### src/hw/rtl/tsat_pkg.sv
// ----------------------------------------------------------------------------
// tsat_pkg
// Shared types and constants for the slot assignment table.
// ----------------------------------------------------------------------------
package tsat_pkg;

  localparam int DEV_W      = 8;
  localparam int TIME_W     = 32;
  localparam int GRID_W     = 5;
  localparam int TMO_W      = 20;
  localparam int SLOT_CNT_W = 5;
  localparam int CFG_IDX_W  = 2;
  localparam int CFG_DATA_W = 20;

  localparam logic [DEV_W-1:0] REFUSED_SLOT = 8'hFF;

  localparam logic [CFG_IDX_W-1:0] REG_GRID_CHANNEL    = 2'd0;
  localparam logic [CFG_IDX_W-1:0] REG_TIMEOUT_MS      = 2'd1;
  localparam logic [CFG_IDX_W-1:0] REG_BROADCAST_INDEX = 2'd2;

  localparam logic [GRID_W-1:0]  GRID_RESET      = 5'd0;
  localparam logic [TMO_W-1:0]   TIMEOUT_RESET   = 20'd5000;
  localparam logic [DEV_W-1:0]   BROADCAST_RESET = 8'd255;

  typedef enum logic [2:0] {
    ST_IDLE,
    ST_LOOKUP,
    ST_EXPIRE,
    ST_RESLOT,
    ST_EMIT,
    ST_REFUSE
  } state_t;

  typedef struct packed {
    logic load;
    logic next;
    logic touch;
    logic append;
    logic keep;
    logic drop;
    logic commit;
    logic reslot;
    logic emit_entry;
    logic emit_refuse;
  } cmd_t;

  typedef struct packed {
    logic bcast;
    logic join_req;
    logic at_end;
    logic hit;
    logic expired;
    logic changed;
    logic full;
    logic empty;
    logic last_entry;
    logic out_free;
  } sts_t;

endpackage

### src/hw/rtl/tsat_ctrl.sv
// ----------------------------------------------------------------------------
// tsat_ctrl
// Sequencer for lookup, expiry compaction, reslot and result emission.
// ----------------------------------------------------------------------------
module tsat_ctrl (
  input  logic            clk,
  input  logic            rst,
  input  logic            in_valid,
  input  logic            func,
  input  tsat_pkg::sts_t  sts,
  output tsat_pkg::cmd_t  cmd,
  output logic            in_stall
);

  tsat_pkg::state_t state;
  tsat_pkg::state_t state_next;

  always_ff @(posedge clk) begin
    if (rst) begin
      state <= tsat_pkg::ST_IDLE;
    end else begin
      state <= state_next;
    end
  end

  always_comb begin
    state_next = state;
    cmd        = '0;
    in_stall   = (state != tsat_pkg::ST_IDLE);
    unique case (state)
      tsat_pkg::ST_IDLE: begin
        if (in_valid) begin
          cmd.load   = 1'b1;
          state_next = func ? tsat_pkg::ST_EXPIRE : tsat_pkg::ST_LOOKUP;
        end
      end
      tsat_pkg::ST_LOOKUP: begin
        priority if (sts.bcast) begin
          state_next = tsat_pkg::ST_IDLE;
        end else if (sts.at_end) begin
          priority if (!sts.join_req) begin
            state_next = tsat_pkg::ST_IDLE;
          end else if (sts.full) begin
            state_next = tsat_pkg::ST_REFUSE;
          end else begin
            cmd.append = 1'b1;
            state_next = tsat_pkg::ST_RESLOT;
          end
        end else if (sts.hit) begin
          cmd.touch  = 1'b1;
          state_next = tsat_pkg::ST_IDLE;
        end else begin
          cmd.next = 1'b1;
        end
      end
      tsat_pkg::ST_EXPIRE: begin
        priority if (sts.at_end) begin
          if (sts.changed) begin
            cmd.commit = 1'b1;
            state_next = tsat_pkg::ST_RESLOT;
          end else begin
            state_next = tsat_pkg::ST_IDLE;
          end
        end else if (sts.expired) begin
          cmd.drop = 1'b1;
        end else begin
          cmd.keep = 1'b1;
        end
      end
      tsat_pkg::ST_RESLOT: begin
        cmd.reslot = 1'b1;
        state_next = sts.empty ? tsat_pkg::ST_IDLE : tsat_pkg::ST_EMIT;
      end
      tsat_pkg::ST_EMIT: begin
        if (sts.out_free) begin
          cmd.emit_entry = 1'b1;
          if (sts.last_entry) begin
            state_next = tsat_pkg::ST_IDLE;
          end
        end
      end
      tsat_pkg::ST_REFUSE: begin
        if (sts.out_free) begin
          cmd.emit_refuse = 1'b1;
          state_next      = tsat_pkg::ST_IDLE;
        end
      end
      default: begin
        state_next = tsat_pkg::ST_IDLE;
      end
    endcase
  end

endmodule

### src/hw/rtl/tsat_datapath.sv
// ----------------------------------------------------------------------------
// tsat_datapath
// Device table, configuration registers, scan counters and result register.
// ----------------------------------------------------------------------------
module tsat_datapath #(
  parameter int MAX_DEVICES = 16
) (
  input  logic                               clk,
  input  logic                               rst,
  input  logic                               cfg_we,
  input  logic [tsat_pkg::CFG_IDX_W-1:0]     cfg_index,
  input  logic [tsat_pkg::CFG_DATA_W-1:0]    cfg_data,
  input  logic [tsat_pkg::DEV_W-1:0]         dev_index,
  input  logic                               is_join,
  input  logic [tsat_pkg::TIME_W-1:0]        now_ms,
  input  tsat_pkg::cmd_t                     cmd,
  output tsat_pkg::sts_t                     sts,
  input  logic                               out_stall,
  output logic                               out_valid,
  output logic [tsat_pkg::DEV_W-1:0]         dest_index,
  output logic [tsat_pkg::GRID_W-1:0]        grid_out,
  output logic [tsat_pkg::DEV_W-1:0]         assigned_slot,
  output logic [tsat_pkg::SLOT_CNT_W-1:0]    slot_count,
  output logic [tsat_pkg::DEV_W-1:0]         map_version,
  output logic                               last
);

  localparam int CNT_W = $clog2(MAX_DEVICES + 1);
  localparam int IDX_W = (MAX_DEVICES > 1) ? $clog2(MAX_DEVICES) : 1;
  localparam logic [CNT_W-1:0] MAX_CNT = CNT_W'(MAX_DEVICES);

  logic [tsat_pkg::GRID_W-1:0] grid_channel;
  logic [tsat_pkg::TMO_W-1:0]  timeout_ms;
  logic [tsat_pkg::DEV_W-1:0]  broadcast_index;

  logic [tsat_pkg::DEV_W-1:0]  entry_index     [MAX_DEVICES];
  logic [tsat_pkg::TIME_W-1:0] entry_last_seen [MAX_DEVICES];
  logic [CNT_W-1:0]            entry_count;
  logic [tsat_pkg::DEV_W-1:0]  map_ver;
  logic [CNT_W-1:0]            slot_total;

  logic [tsat_pkg::DEV_W-1:0]  item_dev;
  logic                        item_join;
  logic [tsat_pkg::TIME_W-1:0] item_now;
  logic [CNT_W-1:0]            scan;
  logic [CNT_W-1:0]            wr_pos;
  logic                        changed;

  logic                        at_end;
  logic [IDX_W-1:0]            rd_idx;
  logic [tsat_pkg::DEV_W-1:0]  rd_dev;
  logic [tsat_pkg::TIME_W-1:0] rd_seen;
  logic [tsat_pkg::TIME_W-1:0] silence;
  logic                        out_free;

  always_ff @(posedge clk) begin
    if (rst) begin
      grid_channel    <= tsat_pkg::GRID_RESET;
      timeout_ms      <= tsat_pkg::TIMEOUT_RESET;
      broadcast_index <= tsat_pkg::BROADCAST_RESET;
    end else if (cfg_we) begin
      unique case (cfg_index)
        tsat_pkg::REG_GRID_CHANNEL:    grid_channel    <= cfg_data[tsat_pkg::GRID_W-1:0];
        tsat_pkg::REG_TIMEOUT_MS:      timeout_ms      <= cfg_data[tsat_pkg::TMO_W-1:0];
        tsat_pkg::REG_BROADCAST_INDEX: broadcast_index <= cfg_data[tsat_pkg::DEV_W-1:0];
        default: begin
        end
      endcase
    end
  end

  assign at_end   = (scan == entry_count);
  assign rd_idx   = at_end ? '0 : scan[IDX_W-1:0];
  assign rd_dev   = entry_index[rd_idx];
  assign rd_seen  = entry_last_seen[rd_idx];
  assign silence  = item_now - rd_seen;
  assign out_free = !out_valid || !out_stall;

  always_comb begin
    sts            = '0;
    sts.bcast      = (item_dev == broadcast_index);
    sts.join_req   = item_join;
    sts.at_end     = at_end;
    sts.hit        = (rd_dev == item_dev);
    sts.expired    = (silence > tsat_pkg::TIME_W'(timeout_ms));
    sts.changed    = changed;
    sts.full       = (entry_count == MAX_CNT);
    sts.empty      = (entry_count == '0);
    sts.last_entry = ((scan + CNT_W'(1)) == entry_count);
    sts.out_free   = out_free;
  end

  always_ff @(posedge clk) begin
    if (cmd.load) begin
      item_dev  <= dev_index;
      item_join <= is_join;
      item_now  <= now_ms;
    end
  end

  always_ff @(posedge clk) begin
    if (cmd.touch) begin
      entry_last_seen[scan[IDX_W-1:0]] <= item_now;
    end else if (cmd.append) begin
      entry_index[entry_count[IDX_W-1:0]]     <= item_dev;
      entry_last_seen[entry_count[IDX_W-1:0]] <= item_now;
    end else if (cmd.keep) begin
      entry_index[wr_pos[IDX_W-1:0]]     <= rd_dev;
      entry_last_seen[wr_pos[IDX_W-1:0]] <= rd_seen;
    end
  end

  always_ff @(posedge clk) begin
    if (rst) begin
      entry_count <= '0;
      map_ver     <= '0;
      slot_total  <= CNT_W'(1);
      scan        <= '0;
      wr_pos      <= '0;
      changed     <= 1'b0;
    end else begin
      if (cmd.load) begin
        scan    <= '0;
        wr_pos  <= '0;
        changed <= 1'b0;
      end
      if (cmd.next || cmd.drop || cmd.keep || cmd.emit_entry) begin
        scan <= scan + CNT_W'(1);
      end
      if (cmd.keep) begin
        wr_pos <= wr_pos + CNT_W'(1);
      end
      if (cmd.drop) begin
        changed <= 1'b1;
      end
      if (cmd.append) begin
        entry_count <= entry_count + CNT_W'(1);
      end
      if (cmd.commit) begin
        entry_count <= wr_pos;
      end
      if (cmd.reslot) begin
        map_ver    <= map_ver + 8'd1;
        slot_total <= (entry_count == '0) ? CNT_W'(1) : entry_count;
        scan       <= '0;
      end
    end
  end

  always_ff @(posedge clk) begin
    if (rst) begin
      out_valid <= 1'b0;
    end else if (cmd.emit_entry || cmd.emit_refuse) begin
      out_valid <= 1'b1;
    end else if (!out_stall) begin
      out_valid <= 1'b0;
    end
  end

  always_ff @(posedge clk) begin
    if (cmd.emit_entry || cmd.emit_refuse) begin
      grid_out    <= grid_channel;
      slot_count  <= tsat_pkg::SLOT_CNT_W'(slot_total);
      map_version <= map_ver;
    end
    if (cmd.emit_entry) begin
      dest_index    <= rd_dev;
      assigned_slot <= tsat_pkg::DEV_W'(scan);
      last          <= sts.last_entry;
    end else if (cmd.emit_refuse) begin
      dest_index    <= item_dev;
      assigned_slot <= tsat_pkg::REFUSED_SLOT;
      last          <= 1'b1;
    end
  end

endmodule

### src/hw/rtl/tdma_slot_assignment_table_top.sv
// ----------------------------------------------------------------------------
// tdma_slot_assignment_table_top
// Gateway device table with TDMA slot assignment and expiry.
// ----------------------------------------------------------------------------
// Input channel (in_valid/in_stall) takes one word per event: an uplink
// frame seen (func 0) or an expire tick (func 1). The output channel
// (out_valid/out_stall) gives assign words, one per table entry in slot
// order with last set on the final one, or one refusal word (slot 255)
// when a join finds the table full. Configuration is written through
// cfg_we/cfg_index/cfg_data, by the user only while the block is idle;
// the block itself does not enforce this. An uplink is looked up by a
// serial scan over the entries; a join that is appended then reslots
// and emits one word per entry. An expire tick scans all entries and
// drops expired ones; if any was dropped, it reslots and emits the rest.
// The single-ported table is scanned serially; one event is in work
// at a time. The output register lets the next word be taken while a
// result still waits; a stall on the output holds the emit sequence.
// Reset empties the table, clears the map version, sets the slot count
// to one and loads the register defaults; it needs no clearing pass.
// ----------------------------------------------------------------------------
module tdma_slot_assignment_table_top #(
  parameter int MAX_DEVICES = 16
) (
  input  logic                               clk,
  input  logic                               rst,
  input  logic                               cfg_we,
  input  logic [tsat_pkg::CFG_IDX_W-1:0]     cfg_index,
  input  logic [tsat_pkg::CFG_DATA_W-1:0]    cfg_data,
  input  logic                               in_valid,
  output logic                               in_stall,
  input  logic                               func,
  input  logic [tsat_pkg::DEV_W-1:0]         dev_index,
  input  logic                               is_join,
  input  logic [tsat_pkg::TIME_W-1:0]        now_ms,
  output logic                               out_valid,
  input  logic                               out_stall,
  output logic [tsat_pkg::DEV_W-1:0]         dest_index,
  output logic [tsat_pkg::GRID_W-1:0]        grid_out,
  output logic [tsat_pkg::DEV_W-1:0]         assigned_slot,
  output logic [tsat_pkg::SLOT_CNT_W-1:0]    slot_count,
  output logic [tsat_pkg::DEV_W-1:0]         map_version,
  output logic                               last
);

  tsat_pkg::cmd_t cmd;
  tsat_pkg::sts_t sts;

  tsat_ctrl u_ctrl (
    .clk      (clk),
    .rst      (rst),
    .in_valid (in_valid),
    .func     (func),
    .sts      (sts),
    .cmd      (cmd),
    .in_stall (in_stall)
  );

  tsat_datapath #(
    .MAX_DEVICES (MAX_DEVICES)
  ) u_datapath (
    .clk           (clk),
    .rst           (rst),
    .cfg_we        (cfg_we),
    .cfg_index     (cfg_index),
    .cfg_data      (cfg_data),
    .dev_index     (dev_index),
    .is_join       (is_join),
    .now_ms        (now_ms),
    .cmd           (cmd),
    .sts           (sts),
    .out_stall     (out_stall),
    .out_valid     (out_valid),
    .dest_index    (dest_index),
    .grid_out      (grid_out),
    .assigned_slot (assigned_slot),
    .slot_count    (slot_count),
    .map_version   (map_version),
    .last          (last)
  );

endmodule

### config.mk
export PLATFORM = sky130hd
export DESIGN_NAME = tdma_slot_assignment_table_top
export DESIGN_NICKNAME = d
export VERILOG_FILES = /design/src/hw/rtl/tsat_pkg.sv /design/src/hw/rtl/tsat_ctrl.sv /design/src/hw/rtl/tsat_datapath.sv /design/src/hw/rtl/tdma_slot_assignment_table_top.sv
export SDC_FILE = /design/constraint.sdc
export NUM_CORES = 1
export LEC_CHECK = 0
export ABC_AREA = 0
export BUFFER_PORTS_ARGS = -buffer_cell sky130_fd_sc_hd__buf_2
export CAP_MARGIN = 20
export CORE_MARGIN = 10
export CORE_UTILIZATION = 45
export CTS_CLUSTER_DIAMETER = 80
export CTS_CLUSTER_SIZE = 40
export DETAILED_ROUTE_END_ITERATION = 10
export HOLD_SLACK_MARGIN = 0.06
export PLACE_DENSITY_LB_ADDON = 0.05
export SETUP_SLACK_MARGIN = 0.2
export SYNTH_ARGS = -nofsm -noshare
export SYNTH_HDL_FRONTEND = slang
export SYNTH_SLANG_ARGS = --single-unit
### constraint.sdc
create_clock -name clk -period 16.9 [get_ports clk]
set_clock_uncertainty 0.1 [all_clocks]
set_input_delay 1.69 -clock clk [delete_from_list [all_inputs] [get_ports clk]]
set_output_delay 1.69 -clock clk [all_outputs]
set_load 0.02 [all_outputs]
==> results of run 1 <==
==> Yosys cell counts, drive strengths merged, types with 19 or more instances <==
library cell and n:
mux4 51, buf 40, a21oi 151, mux2i 57, nor2b 20, nand3 257
edfxtp 713, a31oi 19, clkbuf 117, inv 56, dfxtp 67, xnor2 31
nand2 431, ha 57, o21ai 165, xor2 26, mux2 44, nor2 118
==> worst min-delay path by stage <==
stage | depth (start not counted) | slack (ps) | from | end
floorplan | 0 | 310 | u_datapath.grid_channel[0] | u_datapath.grid_out[0]
global route | 0 | 360 | u_datapath.slot_total[3] | u_datapath.slot_count[3]
CTS | 0 | 340 | u_datapath.slot_total[3] | u_datapath.slot_count[3]
global placement | 0 | 310 | u_datapath.grid_channel[2] | u_datapath.grid_out[2]
detailed placement | 0 | 320 | u_datapath.slot_total[4] | u_datapath.slot_count[4]
finish | 0 | 340 | u_datapath.slot_total[3] | u_datapath.slot_count[3]
==> stage by stage <==
step	util (%)	worst slack (ps)
after floorplan	-	7818
after global placement	47.74	5791
after detailed placement	47.78	5573
after CTS	49.83	5507
after global routing	49.91	4927
final	49.91	5417
==> state kept, by name, summed over array words and instances, names as in the netlist, 8 cells and up <==
name,cells
u_datapath.item_now,32
u_datapath.broadcast_index,8
u_datapath.map_ver,8
u_datapath.timeout_ms,20
u_datapath.dest_index,8
u_datapath.map_version,8
u_datapath.entry_last_seen,512
u_datapath.item_dev,8
u_datapath.entry_index,128
==> worst max-delay path: cells and delay by family, from the launching register on <==
| family | cells | cell delay (ps) |
|---|---|---|
| buffers and inverters | 4 | 2140 |
| xor gates and xnor gates | 2 | 420 |
| AOI/OAI and AO/OA | 13 | 3940 |
| and+or+nand+nor | 15 | 2920 |
| DFF | 1 | 830 |
| adders and majority gates | 2 | 600 |
==> area by class of cell <==
class,instances,share of cell area [%]
flip-flops and latches,780,61.27
multi-input cells,1631,27.72
well taps,969,3.263
repair buffers,182,3.068
clock buffers,41,2.704
clock inverters,31,1.408
inverters,56,0.5658
==> per-layer routing <==
layer / routed length (um) / vias to the layer above / part of all wire (%) / GRT usage (%)
met1: 41630 / 10710 / 45 / 29.97
met5: 0 / - / 0 / 0
met2: 42660 / 690 / 47 / 33.56
met4: 2245 / 0 / 2.5 / 5.679
li1: - / 9854 / - / -
met3: 5039 / 109 / 5.5 / 2.300
==> power by group <==
part	switching, mW	internal [mW]	total (mW)	leakage, nW
clock	0.729	0.500	1.23	0.717
sequential	0.0919	2.27	2.36	6.97
combinational	1.04	0.528	1.57	4.82
==> logic make-up (layout without fill, tap and decap cells) <==
kind of cell    count (synthesis)  count (layout)  synth area share [%]
simple gates                  915             915                 12.00
buf+inv                       213             310                 2.622
flops                         780             780                 67.35
compound gates                449             449                 7.800
xor+xnor                       57              57                 1.500
mux                           152             152                 6.556
fa+ha+maj                      58              58                 2.170
==> impl_results.md, run 1 <==
* DRC at 0
* Crit path kind: reg2reg
* Register area share after synthesis at 67.35%
* R2r endpoint: u_datapath.entry_last_seen[6][6]
* Vias in the first global route at 20,980
* Setup TNS at 0 ps
* Synth Warn # at 0
* Final-report max-slew violation count at 0
* Fin crit share at 67.95%
* Register area at 22,760 um^2
* Largest net degree at the start of global routing at 99
* Number of hold buffers added after CTS at 0
* Final wirelength at 91,580 um
* Final instance area at 37,150 um^2
* PwrDens at 138.8 nW/um^2
* Cells after DPL at 3,613
* Max Freq at 87.08 MHz
* Post-CTS Setup Inserts at 0
* Share of layout cells above drive strength 1 at 14.11%
* Crit path capture: u_datapath.entry_last_seen[6][6]
* Fill count at 6,465
* Horiz. Die Dim at 294.0 um
* Vias/cell at 5.789
* Total gr overflow at 0
* Worst Hold Class: reg2reg
* Relative max-transition margin at 28.03%
* Max incr delay on CP at 830 ps
* Critical path arrival at 11,660 ps
* Port-buffer cells at 105
* Resize count post-CTS at 0
* R2R depth at 36
* Hold Fails Final Rpt at 0
* Yosys top cell by area: edfxtp_1
* # rows at 100
* Tot Pwr at 5.158 mW
* Clock Sinks at 780
* TritonCTS buffer count at 39
* Multi-input logic area at 10,300 um^2
* Root cell of the clock tree: clkbuf_16
* Detailed Place HPWL at 57,800 um
* Post-synth EDFFs at 713
* Die footprint at 86,430 um^2
* Via count at 21,360
* Drt first pass iters at 6
* Per-cell routed wire length at 24.82 um
* Post-synth top area share at 63.38%
* Ports at 106
* CP max-delay cell: dfxtp_4
* RSZ-0062 raised after global routing: no
* Synth-to-layout area growth at 9.978%
* Starting density of the core at 45.38%
* Initial antenna violation count at 0
* Placed Area at 35,570 um^2
* Critical Path Fanout Max at 82
* Outcome: complete, no violations
* Post-Synthesis Cell Area at 33,780 um^2
* Crit start category: flip-flop
* Most frequent cells in the layout: edfxtp_1, nand2_1, nand3_1, o21ai_0, a21oi_1
* Peak VDD IR at 0.1059 mV
* Worst Setup SP: u_datapath.scan[0]
* Commonest non-fill, non-tap cell in the layout: edfxtp_1
* Most used cell, CP: buf_4
* Die H at 294.0 um
* Measured slew at the worst slew-check pin at 1080 ps
* Reg clk slew, reported paths at 120 ps
* Max-Cap Viols at 0
* FFs w/ async S/R, synth at 0%
* Nets@finish at 2,817
* Crit path time final at 11,480 ps
* Antenna diode count at 0
* Clk_lat worst skew at 650 ps
* Gate count of the mapped netlist at 2,624
* TritonCTS clock tree: yes
* Final ANT Viol Nets at 0
* Worst Setup End Kind: flip-flop
* Synth Area per Inst at 12.87 um^2
* Final cell count without fillers at 3,690
* Initial DRC Count at 2,062
* Synth cell types at 71
* R2r setup slk at 5420 ps
* Clock Tree Buf Depth at 3
* Core Footprint at 74,450 um^2
* Final hold slack at 343.6 ps
* First-pass GRT wire length at 137,100 um
* Final Wtd Congestion at 0.8688
* Pleak at 12.51 nW
* CP required at 17,080 ps
* Reg2Reg Launch Point: u_datapath.scan[0]
* Ys flop type: edfxtp_1
* Finish-stage setup viols at 0
* Area contributors post-synth: edfxtp_1, nand2_1, dfxtp_1
* Total track usage at 20.93%
* Net Count, Synth at 2,751
* H-tree depth at 2
* Register bit total from synthesis at 780
No activity file was read; power rests on OpenSTA's default activity.
==> inputs of run 2 (changes only) <==
==> constraint.sdc (replaced) <==
create_clock -name clk -period 11.7 [get_ports clk]
set_clock_uncertainty 0.1 [all_clocks]
set_input_delay 1.17 -clock clk [delete_from_list [all_inputs] [get_ports clk]]
set_output_delay 1.17 -clock clk [all_outputs]
set_load 0.02 [all_outputs]
==> impl_results.md, run 2 (synthesized netlist as in run 1, its figures left out) <==
* Measured slew at the worst slew-check pin at 1060 ps
* Crit start category: flip-flop
* TritonCTS buffer count at 40
* Fill count at 6,421
* CP max-delay cell: dfxtp_1
* Drt first pass iters at 7
* Worst Hold Class: reg2reg
* Post-CTS Setup Inserts at 0
* Finish-stage setup viols at 0
* Detailed Place HPWL at 59,880 um
* Relative max-transition margin at 29.31%
* Final Wtd Congestion at 0.8780
* Part of the power in registers at 44.9%
* Met1 WL at 42,110 um
* Critical Path Fanout Max at 53
* Antenna diode count at 0
* Clk_lat worst skew at 630 ps
* Pleak at 12.57 nW
* Most frequent cells in the layout: edfxtp_1, nand2_1, nand3_1, o21ai_0, a21oi_1
* Routed length on met3 at 6070 um
* Resize count post-CTS at 0
* Max incr delay on CP at 800 ps
* Reg clk slew, reported paths at 120 ps
* Initial antenna violation count at 2
* Total track usage at 21.49%
* Max-Cap Viols at 0
* # rows at 100
* Ports at 106
* Final wirelength at 94,280 um
* Placed Area at 35,630 um^2
* Synth-to-layout area growth at 10.13%
* DRC at 0
* Hold Fails Final Rpt at 0
* Number of hold buffers added after CTS at 0
* Tot Pwr at 7.540 mW
* Met2 routed WL at 43,690 um
* Core Footprint at 74,450 um^2
* RSZ-0062 raised after global routing: no
* Die H at 294.0 um
* Clock Sinks at 780
* Fin crit share at 90.71%
* Switch share at 36.61%
* Max layer used: met5
* Per-cell routed wire length at 25.49 um
* Max reg flops at 512
* Max Freq at 94.22 MHz
* Outcome: complete, no violations
* Peak VDD IR at 0.1883 mV
* Commonest non-fill, non-tap cell in the layout: edfxtp_1
* Total gr overflow at 0
* Share of layout cells above drive strength 1 at 14.36%
* Largest net degree at the start of global routing at 70
* TritonCTS clock tree: yes
* Root cell of the clock tree: clkbuf_16
* Vias/cell at 5.835
* Horiz. Die Dim at 294.0 um
* Final-report max-slew violation count at 0
* H-tree depth at 2
* Crit path kind: reg2reg
* Initial DRC Count at 2,311
* Clock power frac at 23.9%
* Vias in the first global route at 20,990
* Via count at 21,580
* Final instance area at 37,210 um^2
* Final ANT Viol Nets at 0
* Die footprint at 86,430 um^2
* CP required at 11,860 ps
* Final hold slack at 350.0 ps
* Port-buffer cells at 105
* Worst Setup End Kind: flip-flop
* PwrDens at 202.7 nW/um^2
* First-pass GRT wire length at 139,600 um
* Nets@finish at 2,825
* Combinational Power Share at 31.1%
* Crit path time final at 10,610 ps
* Critical path arrival at 10,770 ps
* Sw Pwr at 2.760 mW
* Starting density of the core at 45.38%
* Clock Tree Buf Depth at 3
* Power Internal at 4.780 mW
* Setup TNS at 0 ps
## run 2: per-stage QoR
stage	setup WS, ps	util, %	cells
finish	1087	49.98	3699
global route	249.4	49.98	3699
CTS	1231	49.95	3698
detailed placement	1291	47.87	3624
global placement	1516	47.86	3623
floorplan	2618	-	2624
## run 2: critical path, delay by kind of cell, from the launching register on
kind            cells  cell delay (ps)
flops               1              800
fa+ha+maj           2              610
xor+xnor            2              360
compound gates     14             3790
buf+inv             2              990
simple gates       15             3560
## run 2: path summary, 6_finish.rpt
| check | from | to | slack (ps) | depth (start not counted) |
|---|---|---|---|---|
| max | u_datapath.scan[3] | u_datapath.entry_last_seen[6][31] | 1090 | 35 |
| min | u_datapath.slot_total[1] | u_datapath.slot_count[1] | 350 | 0 |
| max reg2reg | u_datapath.scan[3] | u_datapath.entry_last_seen[6][31] | 1090 | 35 |
| min reg2reg | u_datapath.slot_total[1] | u_datapath.slot_count[1] | 350 | 0 |
## run 2: layer usage
metal,track usage (%),vias to the layer above
met3,3.401,121
met1,30.36,10880
met4,5.954,2
met5,0,-
li1,-,9873
met2,34.08,705
## run 2: layout make-up
class                           count  area (um^2)  area share [%]
Sequential cell                   780        22760           61.18
Multi-Input combinational cell   1631        10300           27.68
Tap cell                          969         1212           3.259
Timing Repair Buffer              189         1169           3.141
Clock buffer                       42         1030           2.768
Clock inverter                     32        521.8           1.402
Inverter                           56        210.2          0.5650
## run 2: power by group through the flow
stage | combinational, mW | clock, mW | sequential, mW
floorplan | 1.52 | 0 | 3.39
detailed placement | 2.32 | 0 | 3.45
global placement | 2.29 | 0 | 3.45
global route | 2.54 | 1.95 | 3.40
CTS | 2.33 | 1.85 | 3.39
finish | 2.35 | 1.81 | 3.39
